File: src/sv/iedv_pkg.sv
package iedv_pkg;

    localparam int CHAR_WIDTH = 8;
    localparam int OUT_WIDTH  = 32;

    typedef logic [CHAR_WIDTH-1:0] t_char;
    typedef logic [OUT_WIDTH-1:0]  t_out_value;

    localparam t_char CH_EQ    = 8'h3D;
    localparam t_char CH_PLUS  = 8'h2B;
    localparam t_char CH_MINUS = 8'h2D;
    localparam t_char CH_STAR  = 8'h2A;
    localparam t_char CH_SLASH = 8'h2F;
    localparam t_char CH_0     = 8'h30;
    localparam t_char CH_9     = 8'h39;
    localparam t_char CH_SPACE = 8'h20;

    typedef logic [1:0] t_term_op;
    localparam t_term_op OP_NONE = 2'd0;
    localparam t_term_op OP_MUL  = 2'd1;
    localparam t_term_op OP_DIV  = 2'd2;

    typedef logic [2:0] t_kind;
    localparam t_kind K_SKIP  = 3'd0;
    localparam t_kind K_DIGIT = 3'd1;
    localparam t_kind K_MUL   = 3'd2;
    localparam t_kind K_DIV   = 3'd3;
    localparam t_kind K_ADD   = 3'd4;
    localparam t_kind K_SUB   = 3'd5;
    localparam t_kind K_EQ    = 3'd6;

    typedef struct packed {
        logic start;
        logic is_div;
    } t_md_cmd;

    typedef struct packed {
        logic done;
        logic zero_div;
    } t_md_status;

    // Spaces have their own arm but map to K_SKIP, as does every unlisted character in the default arm.
    function automatic t_kind classify(input t_char c);
        t_kind k;
        case (c) inside
            [CH_0:CH_9]: k = K_DIGIT;
            CH_STAR:     k = K_MUL;
            CH_SLASH:    k = K_DIV;
            CH_PLUS:     k = K_ADD;
            CH_MINUS:    k = K_SUB;
            CH_EQ:       k = K_EQ;
            CH_SPACE:    k = K_SKIP;
            default:     k = K_SKIP;
        endcase
        return k;
    endfunction

endpackage

File: src/sv/iedv_if.sv
interface iedv_char_if;
    logic                 valid;
    logic                 ready;
    iedv_pkg::t_char      character;

    modport source (output valid, output character, input ready);
    modport sink   (input valid, input character, output ready);
endinterface

interface iedv_result_if;
    logic                 valid;
    logic                 ready;
    logic signed [iedv_pkg::OUT_WIDTH-1:0] value;
    logic                 divide_by_zero;

    modport source (output valid, output value, output divide_by_zero, input ready);
    modport sink   (input valid, input value, input divide_by_zero, output ready);
endinterface

File: src/sv/iedv_muldiv.sv
module iedv_muldiv #(
    parameter int VALUE_WIDTH = 32
) (
    input  logic                   i_clk,
    input  logic                   i_rst_n,
    input  iedv_pkg::t_md_cmd      i_cmd,
    input  logic [VALUE_WIDTH-1:0] i_a,
    input  logic [VALUE_WIDTH-1:0] i_b,
    output iedv_pkg::t_md_status   o_status,
    output logic [VALUE_WIDTH-1:0] o_result
);
    import iedv_pkg::*;

    localparam int CW = $clog2(VALUE_WIDTH);

    logic                   r_busy;
    logic                   r_done;
    logic                   r_dz;
    logic                   r_div;
    logic                   r_neg;
    logic [CW-1:0]          r_cnt;
    logic [VALUE_WIDTH-1:0] r_acc;
    logic [VALUE_WIDTH-1:0] r_a;
    logic [VALUE_WIDTH-1:0] r_b;

    logic [VALUE_WIDTH-1:0] w_mag_a;
    logic [VALUE_WIDTH-1:0] w_mag_b;
    logic [VALUE_WIDTH:0]   w_rem_sh;
    logic [VALUE_WIDTH:0]   w_diff;
    logic                   w_qbit;

    assign w_mag_a  = i_a[VALUE_WIDTH-1] ? (~i_a + 1'b1) : i_a;
    assign w_mag_b  = i_b[VALUE_WIDTH-1] ? (~i_b + 1'b1) : i_b;
    assign w_rem_sh = {r_acc, r_a[VALUE_WIDTH-1]};
    assign w_diff   = w_rem_sh - {1'b0, r_b};
    assign w_qbit   = ~w_diff[VALUE_WIDTH];

    always_ff @(posedge i_clk) begin
        if (!i_rst_n) begin
            r_busy <= 1'b0;
            r_done <= 1'b0;
            r_dz   <= 1'b0;
            r_div  <= 1'b0;
            r_neg  <= 1'b0;
            r_cnt  <= '0;
        end else begin
            r_done <= 1'b0;
            if (i_cmd.start) begin
                r_div <= i_cmd.is_div;
                r_acc <= '0;
                r_cnt <= CW'(VALUE_WIDTH - 1);
                r_dz  <= 1'b0;
                if (i_cmd.is_div) begin
                    if (i_b == '0) begin
                        // A zero divisor finishes at once with a zero quotient.
                        r_a    <= '0;
                        r_neg  <= 1'b0;
                        r_dz   <= 1'b1;
                        r_done <= 1'b1;
                    end else begin
                        r_a    <= w_mag_a;
                        r_b    <= w_mag_b;
                        r_neg  <= i_a[VALUE_WIDTH-1] ^ i_b[VALUE_WIDTH-1];
                        r_busy <= 1'b1;
                    end
                end else begin
                    r_a    <= i_a;
                    r_b    <= i_b;
                    r_neg  <= 1'b0;
                    r_busy <= 1'b1;
                end
            end else if (r_busy) begin
                if (r_div) begin
                    r_acc <= w_qbit ? w_diff[VALUE_WIDTH-1:0] : w_rem_sh[VALUE_WIDTH-1:0];
                    r_a   <= {r_a[VALUE_WIDTH-2:0], w_qbit};
                end else begin
                    if (r_b[0]) begin
                        r_acc <= r_acc + r_a;
                    end
                    r_a <= {r_a[VALUE_WIDTH-2:0], 1'b0};
                    r_b <= {1'b0, r_b[VALUE_WIDTH-1:1]};
                end
                r_cnt <= r_cnt - 1'b1;
                if (r_cnt == '0) begin
                    r_busy <= 1'b0;
                    r_done <= 1'b1;
                end
            end
        end
    end

    always_comb begin
        if (!r_div) begin
            o_result = r_acc;
        end else if (r_neg) begin
            o_result = ~r_a + 1'b1;
        end else begin
            o_result = r_a;
        end
    end

    assign o_status.done     = r_done;
    assign o_status.zero_div = r_dz;

endmodule

File: src/sv/infix_integer_expression_evaluator_core.sv
// Digits and ignored characters are taken in the idle state, which the core does not leave.
// An operator or '=' with no pending multiply or divide goes from idle to the fold state and back.
// An operator or '=' that closes a multiply or divide passes through the busy state first, while
// the shared shift-and-add / restoring-division unit works; a zero divisor ends that unit's work at once.
// One character at a time; '=' also waits while an earlier result is not yet taken.
// Synchronous active-low reset clears all evaluator state and the output register.
module infix_integer_expression_evaluator_core #(
    parameter int VALUE_WIDTH = 32
) (
    input  logic          i_clk,
    input  logic          i_rst_n,
    iedv_char_if.sink     i_char,
    iedv_result_if.source o_result
);
    import iedv_pkg::*;

    localparam logic [1:0] ST_IDLE = 2'd0;
    localparam logic [1:0] ST_BUSY = 2'd1;
    localparam logic [1:0] ST_FOLD = 2'd2;

    logic [1:0]             r_state;
    t_kind                  r_kind;
    logic [VALUE_WIDTH-1:0] r_num;
    logic [VALUE_WIDTH-1:0] r_term;
    logic [VALUE_WIDTH-1:0] r_sum;
    logic                   r_sub;
    t_term_op               r_pend_op;
    logic                   r_zero_seen;
    logic                   r_out_valid;
    t_out_value             r_out_value;
    logic                   r_out_dz;

    logic                   w_accept;
    t_kind                  w_kind;
    logic [VALUE_WIDTH-1:0] w_num_digit;
    logic [VALUE_WIDTH-1:0] n_sum;
    t_out_value             w_sum_ext;
    logic                   w_out_load;
    t_md_cmd                s_md_cmd;
    t_md_status             s_md_status;
    logic [VALUE_WIDTH-1:0] w_md_result;

    assign i_char.ready = (r_state == ST_IDLE);
    assign w_accept     = i_char.valid && i_char.ready;
    assign w_kind       = classify(i_char.character);

    assign w_num_digit = {r_num[VALUE_WIDTH-4:0], 3'b000} + {r_num[VALUE_WIDTH-2:0], 1'b0}
                       + {{(VALUE_WIDTH-4){1'b0}}, i_char.character[3:0]};

    assign n_sum = r_sub ? (r_sum - r_term) : (r_sum + r_term);

    generate
        if (VALUE_WIDTH >= OUT_WIDTH) begin : g_trunc
            assign w_sum_ext = n_sum[OUT_WIDTH-1:0];
        end else begin : g_sext
            assign w_sum_ext = {{(OUT_WIDTH-VALUE_WIDTH){n_sum[VALUE_WIDTH-1]}}, n_sum};
        end
    endgenerate

    assign s_md_cmd.start  = w_accept && (w_kind != K_DIGIT) && (w_kind != K_SKIP)
                          && (r_pend_op != OP_NONE);
    assign s_md_cmd.is_div = (r_pend_op == OP_DIV);

    assign w_out_load = (r_state == ST_FOLD) && (r_kind == K_EQ)
                     && (!r_out_valid || o_result.ready);

    iedv_muldiv #(
        .VALUE_WIDTH (VALUE_WIDTH)
    ) u_muldiv (
        .i_clk    (i_clk),
        .i_rst_n  (i_rst_n),
        .i_cmd    (s_md_cmd),
        .i_a      (r_term),
        .i_b      (r_num),
        .o_status (s_md_status),
        .o_result (w_md_result)
    );

    always_ff @(posedge i_clk) begin
        if (!i_rst_n) begin
            r_state     <= ST_IDLE;
            r_kind      <= K_SKIP;
            r_num       <= '0;
            r_term      <= '0;
            r_sum       <= '0;
            r_sub       <= 1'b0;
            r_pend_op   <= OP_NONE;
            r_zero_seen <= 1'b0;
            r_out_valid <= 1'b0;
            r_out_value <= '0;
            r_out_dz    <= 1'b0;
        end else begin
            if (w_out_load) begin
                r_out_valid <= 1'b1;
            end else if (o_result.ready) begin
                r_out_valid <= 1'b0;
            end
            unique case (r_state)
                ST_IDLE: begin
                    if (w_accept) begin
                        if (w_kind == K_DIGIT) begin
                            r_num <= w_num_digit;
                        end else if (w_kind != K_SKIP) begin
                            r_kind <= w_kind;
                            if (r_pend_op != OP_NONE) begin
                                r_state <= ST_BUSY;
                            end else begin
                                r_term  <= r_num;
                                r_num   <= '0;
                                r_state <= ST_FOLD;
                            end
                        end
                    end
                end
                ST_BUSY: begin
                    if (s_md_status.done) begin
                        r_term      <= w_md_result;
                        r_zero_seen <= r_zero_seen | s_md_status.zero_div;
                        r_num       <= '0;
                        r_state     <= ST_FOLD;
                    end
                end
                ST_FOLD: begin
                    case (r_kind) inside
                        K_MUL: begin
                            r_pend_op <= OP_MUL;
                            r_state   <= ST_IDLE;
                        end
                        K_DIV: begin
                            r_pend_op <= OP_DIV;
                            r_state   <= ST_IDLE;
                        end
                        K_ADD, K_SUB: begin
                            r_sum     <= n_sum;
                            r_term    <= '0;
                            r_pend_op <= OP_NONE;
                            r_sub     <= (r_kind == K_SUB);
                            r_state   <= ST_IDLE;
                        end
                        K_EQ: begin
                            if (w_out_load) begin
                                r_out_value <= w_sum_ext;
                                r_out_dz    <= r_zero_seen;
                                r_num       <= '0;
                                r_term      <= '0;
                                r_sum       <= '0;
                                r_sub       <= 1'b0;
                                r_pend_op   <= OP_NONE;
                                r_zero_seen <= 1'b0;
                                r_state     <= ST_IDLE;
                            end
                        end
                        default: begin
                            r_state <= ST_IDLE;
                        end
                    endcase
                end
                default: begin
                    r_state <= ST_IDLE;
                end
            endcase
        end
    end

    assign o_result.valid          = r_out_valid;
    assign o_result.value          = r_out_value;
    assign o_result.divide_by_zero = r_out_dz;

    a_done_only_when_busy: assert property (
        @(posedge i_clk) disable iff (!i_rst_n)
        s_md_status.done |-> (r_state == ST_BUSY)
    ) else $error("Arithmetic unit finished outside the busy state.");

    a_done_then_fold: assert property (
        @(posedge i_clk) disable iff (!i_rst_n)
        s_md_status.done |=> (r_state == ST_FOLD) && (r_num == '0)
    ) else $error("Finished operation did not move to the fold state.");

    a_state_cleared_after_result: assert property (
        @(posedge i_clk) disable iff (!i_rst_n)
        w_out_load |=> (r_sum == '0) && (r_term == '0) && (r_num == '0)
                       && !r_zero_seen && (r_pend_op == OP_NONE) && r_out_valid
    ) else $error("Evaluator state not cleared after a result transfer was loaded.");

endmodule

File: src/flat_wrapper.sv
// flat-port wrapper written by rule: the top's interface ports become plain ports
module infix_integer_expression_evaluator_core_flat import iedv_pkg::*;
#(
    parameter int VALUE_WIDTH = 32
)
  (i_clk, i_rst_n, i_char_valid, i_char_character, i_char_ready, o_result_valid, o_result_value, o_result_divide_by_zero, o_result_ready);
  iedv_char_if i_char_i ();
  iedv_result_if o_result_i ();
  input  logic i_clk;
  input  logic i_rst_n;
  input wire logic [$bits(i_char_i.valid)-1:0] i_char_valid;
  input wire logic [$bits(i_char_i.character)-1:0] i_char_character;
  output wire logic [$bits(i_char_i.ready)-1:0] i_char_ready;
  output wire logic [$bits(o_result_i.valid)-1:0] o_result_valid;
  output wire logic [$bits(o_result_i.value)-1:0] o_result_value;
  output wire logic [$bits(o_result_i.divide_by_zero)-1:0] o_result_divide_by_zero;
  input wire logic [$bits(o_result_i.ready)-1:0] o_result_ready;
  assign i_char_i.valid = i_char_valid;
  assign i_char_i.character = i_char_character;
  assign i_char_ready = i_char_i.ready;
  assign o_result_valid = o_result_i.valid;
  assign o_result_value = o_result_i.value;
  assign o_result_divide_by_zero = o_result_i.divide_by_zero;
  assign o_result_i.ready = o_result_ready;
  infix_integer_expression_evaluator_core #(.VALUE_WIDTH(VALUE_WIDTH)) u_core (.i_clk(i_clk), .i_rst_n(i_rst_n), .i_char(i_char_i), .o_result(o_result_i));
endmodule
File: config.mk
export PLATFORM = sky130hd
export DESIGN_NAME = infix_integer_expression_evaluator_core_flat
export DESIGN_NICKNAME = d
export VERILOG_FILES = /design/src/sv/iedv_pkg.sv /design/src/sv/iedv_if.sv /design/src/sv/iedv_muldiv.sv /design/src/sv/infix_integer_expression_evaluator_core.sv /design/src/flat_wrapper.sv
export SDC_FILE = /design/constraint.sdc
export NUM_CORES = 1
export LEC_CHECK = 0
export BUFFER_PORTS_ARGS = -buffer_cell sky130_fd_sc_hd__buf_2
export CAP_MARGIN = 20
export CORE_UTILIZATION = 65
export DETAILED_ROUTE_END_ITERATION = 16
export PLACE_DENSITY_LB_ADDON = 0.15
export SYNTH_ARGS = -nofsm -noshare
export SYNTH_HDL_FRONTEND = slang
export SYNTH_SLANG_ARGS = --single-unit
export TNS_END_PERCENT = 1
File: constraint.sdc
create_clock -name i_clk -period 9.8 [get_ports i_clk]
set_clock_uncertainty 0.15 [all_clocks]
set_input_delay 0.49 -clock i_clk [delete_from_list [all_inputs] [get_ports i_clk]]
set_output_delay 0.49 -clock i_clk [all_outputs]
set_load 0.01 [all_outputs]
==> results.ini, run 1 <==
[pwr]
p_leak_nw = 8.48
p_per_area_mw_per_mm2 = 129
peakVddDrop_uv = 131

[timing]
max_slew.worst_pin.slew_ns = 0.902
rsz0062_at_grt = false
finalCriticalPeriod_ns = 5.23
hold_viol = 0
post-route-period-util = 0.533
slew_violations = 0
hold_slack_ns = 0.0905
fin_setup_tns_ns = 0
max_clock_freq_ghz = 0.191
max_slew_margin = 0.396
setup_viol = 0

[place]
hpwl_um = 39900
port-buffer-count = 46
gp_congestion = 1.01
place_area_mm2 = 0.0201

[critical_path]
reg2reg_from = u_core.r_term[0]
end_kind = register
reg2reg_depth = 18
critPathMaxFanout = 6
cp-start-kind = register
crit_required_ns = 10.08
rr_endpoint = u_core.r_sum[28]
reg2reg_slack_ns = 4.57
worstSetupPathType = reg -> reg
critical_path_arrival_ns = 5.50

[logic_synthesis]
synth-main-ff-cell = dfxtp_1
synth_fp_nets = 2654
synthCells = 2475
yosysWarnings = 0
synth_edf_count = 96
synth.cell_area_mm2 = 0.0196
synth_sequential_area_ratio = 0.299
synth.distinct_cells = 79
synth-async-reset-ratio = 0
postSynthAreaPerCell_um2 = 7.92
ys_ff_latch = 245

[global_route]
antenna_found_initial = 0
grt_use_total = 0.344
met3_usage = 0.0652
grt-busiest-layer = met2
grt_max_degree = 93
grt_pass1_wl_um = 86900
met2_usage = 0.575
use_met1 = 0.452
grt_pass1_vias = 17200
grt-ovfl-total = 0

[route]
firstDrtPassIters = 7
wl_per_cell_um = 18.8
wl_um = 53700
vias_per_cell = 6.46
drc = 0
drtIter0Drc = 1838
vias = 18500
antenna_left = 0

[clocking]
root_buffer = clkbuf_16
cts_tree = built
cts_sinks = 245
path_clk_slew_ns = 0.06
htreeDepth = 1
cts_buffers = 28
cts_resized = 0
cts_setup_buffers = 0
ctsLongestPathBuffers = 3
holdBufCountCts = 0
clk_latency_ns = 0.56

[floorplan]
rows = 63
ios = 47
dieArea_mm2 = 0.0309
die_h_um = 176
initial_core_util = 0.661
coreArea_mm2 = 0.0296
fp.dieW_um = 176

[cells_and_area]
final_cell_mix = nand2_1, a21oi_1, o21ai_0
areaGrowthSynthToFinish_pct = 6.78
fillCellCount = 2544
fin_nets = 2628
final_core_util = 0.706
diodes = 0
layout_commonest_cell = nand2_1
final_area_mm2 = 0.0209
final_layout_size_suffix_gt1_frac = 0.0619

[status]
status = completed

[worst_hold_path]
whs_path_depth = 3
holdPathEnd = u_core.r_num[0]
hp-start = i_char_character[0]
worstHoldPathType = in -> reg

[job]
maxCapViolCount = 0

## Yosys cell counts (66+ instances only)
| master | number | share of area |
|---|---|---|
| dfxtp_1 | 149 | 0.15 |
| xnor2_1 | 121 | 0.054 |
| xor2_1 | 79 | 0.035 |
| edfxtp_1 | 96 | 0.15 |
| o21ai_0 | 231 | 0.059 |
| inv_1 | 91 | 0.017 |
| nor2_1 | 225 | 0.043 |
| nand3_1 | 66 | 0.017 |
| nand2_1 | 259 | 0.050 |
| ha_1 | 162 | 0.10 |
| a21oi_1 | 240 | 0.061 |
| clkbuf_1 | 103 | 0.020 |
## worst max-delay path by stage
stage / from / to / slack (ns) / cells past startpoint
after floorplan: u_core.r_term[0] / u_core.r_sum[28] / 5.28 / 18
after detailed placement: u_core.r_term[0] / u_core.r_sum[28] / 4.67 / 18
after CTS: u_core.r_term[0] / u_core.r_sum[28] / 4.65 / 18
after global routing: u_core.r_term[1] / u_core.o_result.value[28] / 4.19 / 18
after global placement: u_core.r_term[0] / u_core.r_sum[28] / 4.80 / 18
final: u_core.r_term[0] / u_core.r_sum[28] / 4.57 / 18
## routing by layer
layer,share of wire,vias to the layer above
met1,0.43,8796
li1,-,8985
met2,0.47,617
met4,0.026,0
met3,0.075,89
met5,0,-
## state kept, by name, summed over array words and instances, names as in the netlist, 5 cells and up
register,flops
u_core.r_term,32
u_core.u_muldiv.r_acc,32
u_core.o_result.value,32
u_core.r_sum,32
u_core.r_num,32
u_core.u_muldiv.r_cnt,5
u_core.u_muldiv.r_b,32
u_core.u_muldiv.r_a,32
## layout make-up
cell class / count / area, um^2 / share of cell area
Multi-Input combinational cell: 2012 / 13000 / 0.619
Sequential cell: 245 / 5870 / 0.280
Clock buffer: 35 / 747 / 0.0357
Tap cell: 390 / 488 / 0.0233
Timing Repair Buffer: 70 / 410 / 0.0196
Inverter: 92 / 347 / 0.0166
Clock inverter: 17 / 119 / 0.00568
## power by group
group / total, mW / internal [mW] / switching, mW
Combinational: 0.583 / 0.219 / 0.365
Sequential: 1.11 / 1.07 / 0.0357
Clock: 1.01 / 0.566 / 0.448
## worst max-delay path, stage by stage (launching register included)
cell and delay (ns):
dfxtp_1 0.34, inv_1 0.08, ha_1 0.18, or3b_2 0.49
or4_1 0.56, or2_2 0.36, nor4_1 0.37, nor2_1 0.10
xnor2_1 0.14, ha_1 0.23, a21o_1 0.18, a21oi_1 0.13
nor2b_1 0.06, a311o_1 0.31, a21oi_1 0.38, o41ai_1 0.21
o41ai_1 0.54, xor2_1 0.18, o21ai_0 0.08
## cells by family after synthesis
group                      after synthesis  share of synthesized area
AOI/OAI and AO/OA                      821                      0.259
and+or+nand+nor                        806                      0.192
DFF                                    245                      0.299
buffers and inverters                  218                     0.0426
xor gates and xnor gates               200                     0.0893
adders and majority gates              167                      0.108
muxes                                   18                    0.00919
## through the flow
stage                     power, mW  setup slack (ns)  instances
after global routing           2.82              4.19       2861
final                          2.70              4.57       2861
after global placement         1.68              4.80       2809
after CTS                      2.70              4.65       2861
after detailed placement       1.70              4.67       2809
after floorplan                1.57              5.28       2475
No activity file was read; power rests on OpenSTA's default activity.
==> run 2: changes to the inputs <==
--- a/config.mk
+++ b/config.mk
@@ -7,7 +7,7 @@
 export LEC_CHECK = 0
 export BUFFER_PORTS_ARGS = -buffer_cell sky130_fd_sc_hd__buf_2
 export CAP_MARGIN = 20
-export CORE_UTILIZATION = 65
+export CORE_UTILIZATION = 58
 export DETAILED_ROUTE_END_ITERATION = 16
 export PLACE_DENSITY_LB_ADDON = 0.15
 export SYNTH_ARGS = -nofsm -noshare
==> constraint.sdc (replaced) <==
create_clock -name i_clk -period 4.37 [get_ports i_clk]
set_clock_uncertainty 0.15 [all_clocks]
set_input_delay 0.2185 -clock i_clk [delete_from_list [all_inputs] [get_ports i_clk]]
set_output_delay 0.2185 -clock i_clk [all_outputs]
set_load 0.01 [all_outputs]
==> run 2 against run 1 <==
Critical path depth up 2. Routed wire length up 5.3%. Sequential power up 120%. First-iteration DRC count down 16%. Register-to-register slack worse by 4.6 ns. Non-clock buffer count up 96. Via count up 2.0%. Flip-flop and latch count unchanged. Die area up 12%. Highest routed layer unchanged. Clock-buffer cell count up 8. Sequential share of layout area down 1.5 points. Utilization down 3.4 points.
==> results.ini, run 2 (same netlist as run 1, synthesis figures left out) <==
[route]
antenna_left = 0
vias = 18900
drtIter0Drc = 1546
firstDrtPassIters = 6
wl_um = 56600
drc = 0
vias_per_cell = 6.27
wl_per_cell_um = 18.8

[cells_and_area]
areaGrowthSynthToFinish_pct = 12.8
fin_nets = 2725
fillCellCount = 2852
final_layout_size_suffix_gt1_frac = 0.113
final_cell_mix = nand2_1, a21oi_1, o21ai_0
instances_no_fill = 3010
layout_commonest_cell = nand2_1
diodes = 0

[clocking]
htreeDepth = 1
cts_sinks = 245
cts_tree = built
root_buffer = clkbuf_16
cts_buffers = 29
clk_latency_ns = 0.58
ctsLongestPathBuffers = 3
path_clk_slew_ns = 0.06

[critical_path]
critical_path.startpoint = u_core.r_term[1]
worstSetupPathType = reg -> reg
max_stage_delay_ns = 0.48
path_cells = inv_2, ha_4, or3b_4, or4_4, or3_4, nor3_4, nor2_2, xnor2_1, ha_1, buf_6, buf_6, a21o_1, a21oi_2, nor2b_1, o21ai_2, o41ai_4, buf_4, or3_1, nand2_1, o21ai_0
cp-start-kind = register
cp_common_cell = buf_6
cp_slowest_cell = or4_4
path_depth = 20
reg2reg_from = u_core.r_term[1]
reg2reg_depth = 20
critPathMaxFanout = 4
crit_required_ns = 4.67
worstSetupEndpoint = u_core.r_sum[26]
reg2reg_slack_ns = 0.02
end_kind = register
critical_path_arrival_ns = 4.64
rr_endpoint = u_core.r_sum[26]
critPathTopFamily = simple AND/OR/NAND/NOR gates
crit_buf_inv = 4

[timing]
max_slew_margin = 0.410
finalCriticalPeriod_ns = 4.35
setup_viol = 0
setup_ws_ns = 0.0219
hold_slack_ns = 0.0441
hold_viol = 0
max_slew.worst_pin.slew_ns = 0.883
slew_violations = 0
max_clock_freq_ghz = 0.230
post-route-period-util = 0.995
rsz0062_at_grt = true

[floorplan]
fp.dieW_um = 186
coreArea_mm2 = 0.0329
rows = 66
initial_core_util = 0.597
ios = 47
dieArea_mm2 = 0.0345
die_h_um = 186

[pwr]
finalPower_mw = 6.51
p_leak_nw = 9.09
peakVddDrop_uv = 322
p_per_area_mw_per_mm2 = 294

[global_route]
antenna_found_initial = 0
grt_max_degree = 87
met2_usage = 0.540
met3_usage = 0.0458
grt_use_total = 0.325
grt_pass1_vias = 17700
grt-busiest-layer = met2
use_met1 = 0.438
grt_pass1_wl_um = 90200
grt-ovfl-total = 0

[place]
gp_congestion = 0.975
port-buffer-count = 46
hpwl_um = 41700
post-place-cells = 2939
pre_cts_ws_ns = -0.205

[job]
maxCapViolCount = 0

[worst_hold_path]
worstHoldPathType = in -> reg
hp-start = i_char_character[1]

[status]
status = completed

[run 2: metal layers]
layer  part of all wire  up-vias  routed length [um]
li1                   -     9161                   -
met1               0.45     9018               25600
met2               0.46      580               26200
met3              0.056      102                3200
met4              0.028        0                1580
met5                  0        -                   0
[run 2: where the power goes]
| group | internal, mW | switching, mW | total (mW) | leakage, nW |
|---|---|---|---|---|
| sequential | 2.40 | 0.0565 | 2.46 | 2.07 |
| combinational | 0.711 | 0.949 | 1.66 | 6.54 |
| clock | 1.37 | 1.02 | 2.39 | 0.469 |
| total | 4.48 | 2.03 | 6.51 | 9.09 |
[run 2: cell type report]
cell class                 count  area (um^2)  area share
clock buffer                  43          868      0.0393
clock inverter                10         60.1     0.00272
inverter                      92          347      0.0157
multi-input combinational   2012        13200       0.598
sequential                   245         5870       0.265
tap                          442          553      0.0250
timing repair buffer         166         1190      0.0539
[run 2: how the worst min path moves through the flow]
stage / end / slack, ns / cells after the start
3_5_place_dp: u_core.o_result.value[21] / 0.29 / 2
5_1_grt: u_core.r_num[1] / 0.07 / 4
2_1_floorplan: u_core.r_kind[1] / 0.22 / 2
3_3_place_gp: u_core.o_result.value[1] / 0.29 / 2
4_1_cts: u_core.r_num[1] / 0.03 / 4
6_report: u_core.r_num[1] / 0.04 / 4
[run 2: timing repair]
item                                    in CTS  in global routing
hold buffers                                 8                  0
endpoints found under the hold margin        5                  0
pin swaps                                   10                 24
endpoints found under the setup margin      20                 34
resized for setup                           23                 37
gates cloned                                 0                  0
setup buffers                                2                  7
[run 2: worst register-to-register path, delay by kind of cell (launching register included)]
family	cells	cell delay [ns]
and+or+nand+nor	8	1.99
AOI/OAI and AO/OA	5	0.72
buffers and inverters	4	0.47
adders and majority gates	2	0.45
DFF	1	0.33
xor gates and xnor gates	1	0.13
[run 2: through the flow]
step / TNS [ns] / cell area [um^2] / util
CTS: 0 / 21900 / 0.666
floorplan: -0.0161 / 19600 / -
detailed placement: -1.34 / 20800 / 0.632
finish: 0 / 22100 / 0.673
global placement: -0.670 / 20800 / 0.632
global route: -0.729 / 22100 / 0.673
